**src/rtl/bitmap_block_allocator_defines.svh**
```systemverilog
// Assertion macros for the bitmap block allocator.
// Used by the top level only; expects clk and rst in scope.
`ifndef BITMAP_BLOCK_ALLOCATOR_DEFINES_SVH
`define BITMAP_BLOCK_ALLOCATOR_DEFINES_SVH

// condition holds at every edge out of reset
`define BBA_HOLDS(label, cond, msg) \
  label: assert property (@(posedge clk) disable iff (rst) (cond)) else $error(msg);

// consequent holds in the same cycle as the antecedent
`define BBA_IMPLIES(label, ante, cons, msg) \
  label: assert property (@(posedge clk) disable iff (rst) (ante) |-> (cons)) else $error(msg);

// consequent holds in the cycle after the antecedent
`define BBA_NEXT(label, ante, cons, msg) \
  label: assert property (@(posedge clk) disable iff (rst) (ante) |=> (cons)) else $error(msg);

`endif

```
**src/rtl/bba_pkg.sv**
```systemverilog
// Shared types and constants for the bitmap block allocator.
// No dependencies; used by bba_word_unit and bitmap_block_allocator.
package bba_pkg;

  localparam int MAP_WORDS_DEF = 1024;
  // block size in bytes; a power of two so that the block number is a shift
  localparam int BLOCK_BYTES   = 4096;
  localparam int BLOCK_SHIFT   = $clog2(BLOCK_BYTES);
  localparam int ABW           = 32 - BLOCK_SHIFT;
  localparam int TOTAL_RESET   = 32768;
  localparam logic [31:0] FULL_WORD = 32'hFFFF_FFFF;

  typedef enum logic [1:0] {
    KIND_ALLOC     = 2'd0,
    KIND_FREE      = 2'd1,
    KIND_MARK_USED = 2'd2,
    KIND_MARK_FREE = 2'd3
  } kind_t;

  typedef enum logic [2:0] {
    ST_IDLE,
    ST_CLEAR,
    ST_SETUP,
    ST_SCAN_RD,
    ST_SCAN_CHK,
    ST_MARK_RD,
    ST_MARK_WR,
    ST_RESP
  } state_t;

  // one read-modify-write on a map word: cnt bits from bit lo upward
  typedef struct packed {
    logic       set;
    logic [4:0] lo;
    logic [5:0] cnt;
  } word_op_t;

endpackage

```
**src/rtl/bba_word_unit.sv**
```systemverilog
// Word unit of the bitmap block allocator: masks a run of bits in a map
// word and finds the lowest clear bit. Depends on bba_pkg.
module bba_word_unit (
  input  logic              [31:0] word,
  input  bba_pkg::word_op_t        op,
  output logic              [31:0] new_word,
  output logic                     clr_found,
  output logic               [4:0] clr_bit
);

  logic [5:0]  hi;
  logic [31:0] mask;

  assign hi = {1'b0, op.lo} + op.cnt;

  always_comb begin
    for (int i = 0; i < 32; i++) begin
      mask[i] = (6'(i) >= {1'b0, op.lo}) && (6'(i) < hi);
    end
  end

  assign new_word = op.set ? (word | mask) : (word & ~mask);

  // lowest clear bit wins
  always_comb begin
    clr_bit = 5'd0;
    for (int i = 31; i >= 0; i--) begin
      if (!word[i]) begin
        clr_bit = 5'(i);
      end
    end
  end

  assign clr_found = (word != bba_pkg::FULL_WORD);

endmodule

```
**config.mk**
```make
export PLATFORM = sky130hd
export DESIGN_NAME = bba_word_unit
export DESIGN_NICKNAME = d
export VERILOG_FILES = /design/src/rtl/bitmap_block_allocator_defines.svh /design/src/rtl/bba_pkg.sv /design/src/rtl/bba_word_unit.sv
export SDC_FILE = /design/constraint.sdc
export NUM_CORES = 1
export LEC_CHECK = 0
export BUFFER_PORTS_ARGS = -buffer_cell sky130_fd_sc_hd__buf_4
export CORE_AREA = 5 5 66 68
export DETAILED_ROUTE_END_ITERATION = 10
export DIE_AREA = 0 0 71 73
export PLACE_DENSITY = 0.83
export SLEW_MARGIN = 40
export SYNTH_ARGS = -nofsm -noshare
export SYNTH_HDL_FRONTEND = slang
export SYNTH_SLANG_ARGS = --single-unit
```
**constraint.sdc**
```tcl
create_clock -name vclk -period 6.3
set_input_delay 0.945 -clock vclk [all_inputs]
set_output_delay 0.945 -clock vclk [all_outputs]
set_load 0.05 [all_outputs]
```
==> impl_table.tex <==
\begin{tabular}{lr}
\hline
Metric & Value \\
\hline
\multicolumn{2}{l}{\textbf{Place}} \\
Port buffer count & 82 \\
Half-perimeter wire length after placement & between 5000 and 6000 um \\
Post-placement setup slack & around 1.7 ns \\
GP Congestion & 0.961 \\
\multicolumn{2}{l}{\textbf{Hold path}} \\
Beginning of the worst hold path & word[3] \\
WHS Endpoint & clr\_bit[1] \\
Hold Path Depth & 3 \\
Hold Crit Class & in -> out \\
\multicolumn{2}{l}{\textbf{Yosys}} \\
Post-synthesis instance area & 1790 sq um \\
Syn nets & 321 \\
Simple-gate share of the synthesized area & 33.6\% \\
Dominant combinational cell family by area after synthesis & simple AND/OR/NAND/NOR gates \\
Yosys warning total & 0 \\
Netlist cell types & 60 \\
Synthesized area divided by synthesized cell count & 6.60 sq um \\
XOR/XNOR share of the synthesized area & around 1.5\% \\
Post-Syn Instances & 271 \\
Post-synthesis share of cell area spent on full adders, half adders and majority gates & 4.62\% \\
Fraction of the mapped netlist area in compound gates & between 30 and 40\% \\
Multiplexer share of the synthesized area & about a fifth \\
Register area share after synthesis & 0\% \\
\multicolumn{2}{l}{\textbf{Global routing}} \\
Pin count of the biggest net entering global routing & 33 \\
Initial antenna violation count & 0 \\
Via count of the first global-routing pass & 2128 \\
Grt ovf & 0 \\
Combined global-route utilization of all metal layers & a little under a quarter \\
Wire length of the first global-routing pass & $\sim$10000 um \\
\multicolumn{2}{l}{\textbf{Worst setup path}} \\
Highest fanout seen on the critical path & 20 \\
Setup Crit Path Kind & in -> out \\
Cell family contributing the most delay on the critical path & adder cells \\
Crit path capture type & primary output \\
Maximum single-stage delay on the critical path & roughly 0.55 ns \\
Critical path data required time & 5.35 ns \\
Worst path buffer plus inverter count & 3 \\
CP Launch Type & input pin \\
Slowest cell on crit path & fa\_1 \\
Most numerous cell on the critical path & buf\_4 \\
Cells traversed along the worst timing path & buf\_4 > ha\_1 > fa\_1 > and3\_1 > or2\_1 > a21oi\_1 > a311oi\_2 > buf\_4 > o31ai\_1 > mux2\_1 > buf\_4 \\
Arrival time at the worst endpoint & 3.67 ns \\
\multicolumn{2}{l}{\textbf{Drt}} \\
Routed Antenna Nets & 0 \\
Wire per inst & about 16 um \\
Vias after detailed routing & 2304 \\
Initial drt markers & approximately 160 \\
First drt pass iteration count & 5 \\
Post-DR vias/cell & 5.97 \\
Aggregate routed wire length & 6220 um \\
Detailed-route DRC error count & 0 \\
\multicolumn{2}{l}{\textbf{Floorplanning}} \\
Initial cell density of the core & 47.1\% \\
Die X & 71 um \\
Cell Rows & 23 \\
Die footprint & 5180 sq um \\
Core footprint & 3800 sq um \\
Height of the die & 73 um \\
Number of top-level pins & 82 \\
\multicolumn{2}{l}{\textbf{Finish}} \\
Reg area & 0 sq um \\
Layout cell share with drive strength beyond 1 & 34.2\% \\
Area growth from synthesis to layout & 33.1\% \\
Seq cells & 0 \\
Antenna cells & 0 \\
Final core area utilization & 62.7\% \\
Clock buffer count & 0 \\
Fill cell instance count of the final layout & about 380 \\
Number of nets in the layout & a little under 400 \\
\multicolumn{2}{l}{\textbf{Timing}} \\
Worst setup margin & 1.68 ns \\
Slew at the pin with the worst max-slew slack & approximately 0.61 ns \\
Tmin final & about 4.6 ns \\
Setup-failing EPs final & 0 \\
Share of the cycle needed by the critical path after routing & between 70\% and 80\% \\
Pins over their slew limit & 0 \\
Max Clk Rate & 217 MHz \\
TNS Setup & 0 ns \\
Relative slew slack & about three fifths \\
Final hold slack & 2.26 ns \\
Unrepaired setup endpoints after global routing & false \\
Final Hold Vio Count & 0 \\
\multicolumn{2}{l}{\textbf{Clocking}} \\
Number of cells upsized or downsized after cts & 0 \\
Number of hold-repair buffers added at the cts stage & 0 \\
Post-CTS Setup Bufs & 0 \\
\multicolumn{2}{l}{\textbf{Power}} \\
Total Power Consumption & 0.000333 W \\
Pwr Density & 140 nW/um\^{}2 \\
Static power due to leakage & 1.01 nW \\
Largest vdd supply drop & approximately 0.000051 V \\
\multicolumn{2}{l}{\textbf{Outcome}} \\
Status & finished, final reports clean \\
\multicolumn{2}{l}{\textbf{Flow run}} \\
Max cap viols & 0 \\
\hline
\end{tabular}
## worst min-delay path, cell delays in order
cell	delay [ns]
buf_4	0.10
a311oi_1	0.08
buf_4	0.18
## report_power, final
group / switching (W) / internal, W
sequential: 0 / 0
combinational: 0.000213 / 0.000120
clock: 0 / 0
## final cells by class
type	instances	area (sq um)	area share, %
timing repair buffer	83	623	26.2
tap	50	62.6	2.63
multi-input combinational	242	1650	69.5
inverter	11	41.3	1.73
## routing by layer
| metal | track usage (%) | up-vias | part of all wire (%) |
|---|---|---|---|
| met5 | 0 | - | 0 |
| met4 | 4.80 | 0 | 2.0 |
| met3 | 2.62 | 15 | 8.4 |
| met2 | 40.3 | 111 | 47 |
| met1 | 31.0 | 1037 | 43 |
| li1 | - | 1141 | - |
## worst max-delay path by stage
stage | from | to | slack, ns | cells after the start
after floorplan | op[0] | new_word[1] | 2.04 | 10
after detailed placement | op[6] | new_word[0] | 1.71 | 11
after global routing | op[6] | new_word[2] | 1.53 | 11
final | op[6] | new_word[0] | 1.68 | 11
after global placement | op[6] | new_word[0] | 1.76 | 11
after CTS | op[6] | new_word[0] | 1.70 | 11
## placed cells by master (no fill, tap or decap), drive strengths merged, types with 5 or more instances in the layout
cell	instances
buf	83
a21oi	21
ha	5
nand2	26
and2	5
or2	8
a31oi	7
nor2	28
nor2b	5
nand4	8
nand3	12
mux2	31
inv	10
o21ai	31
## synth_stat cells, types with 7 or more instances
| cell type | number | share of area, % |
|---|---|---|
| mux2_2 | 15 | 9.4 |
| nand3_1 | 12 | 3.4 |
| nor2_1 | 28 | 5.9 |
| o21ai_0 | 21 | 5.9 |
| o21ai_1 | 9 | 2.5 |
| a31oi_1 | 7 | 2.4 |
| nand4_1 | 8 | 2.8 |
| a21oi_1 | 21 | 5.9 |
| clkbuf_1 | 7 | 1.5 |
| inv_1 | 10 | 2.1 |
| mux2_1 | 15 | 9.4 |
| nand2_1 | 26 | 5.5 |
## kinds of logic after synthesis
logic type | Yosys count
buf+inv | 29
mux | 31
xor+xnor | 1
compound gates | 89
simple gates | 115
fa+ha+maj | 6
## through the flow
step,instances,cell area [sq um]
detailed placement,386,2380
global placement,386,2380
CTS,386,2380
floorplan,271,1790
finish,386,2380
global route,386,2380
No activity file was read; power rests on OpenSTA's default activity.
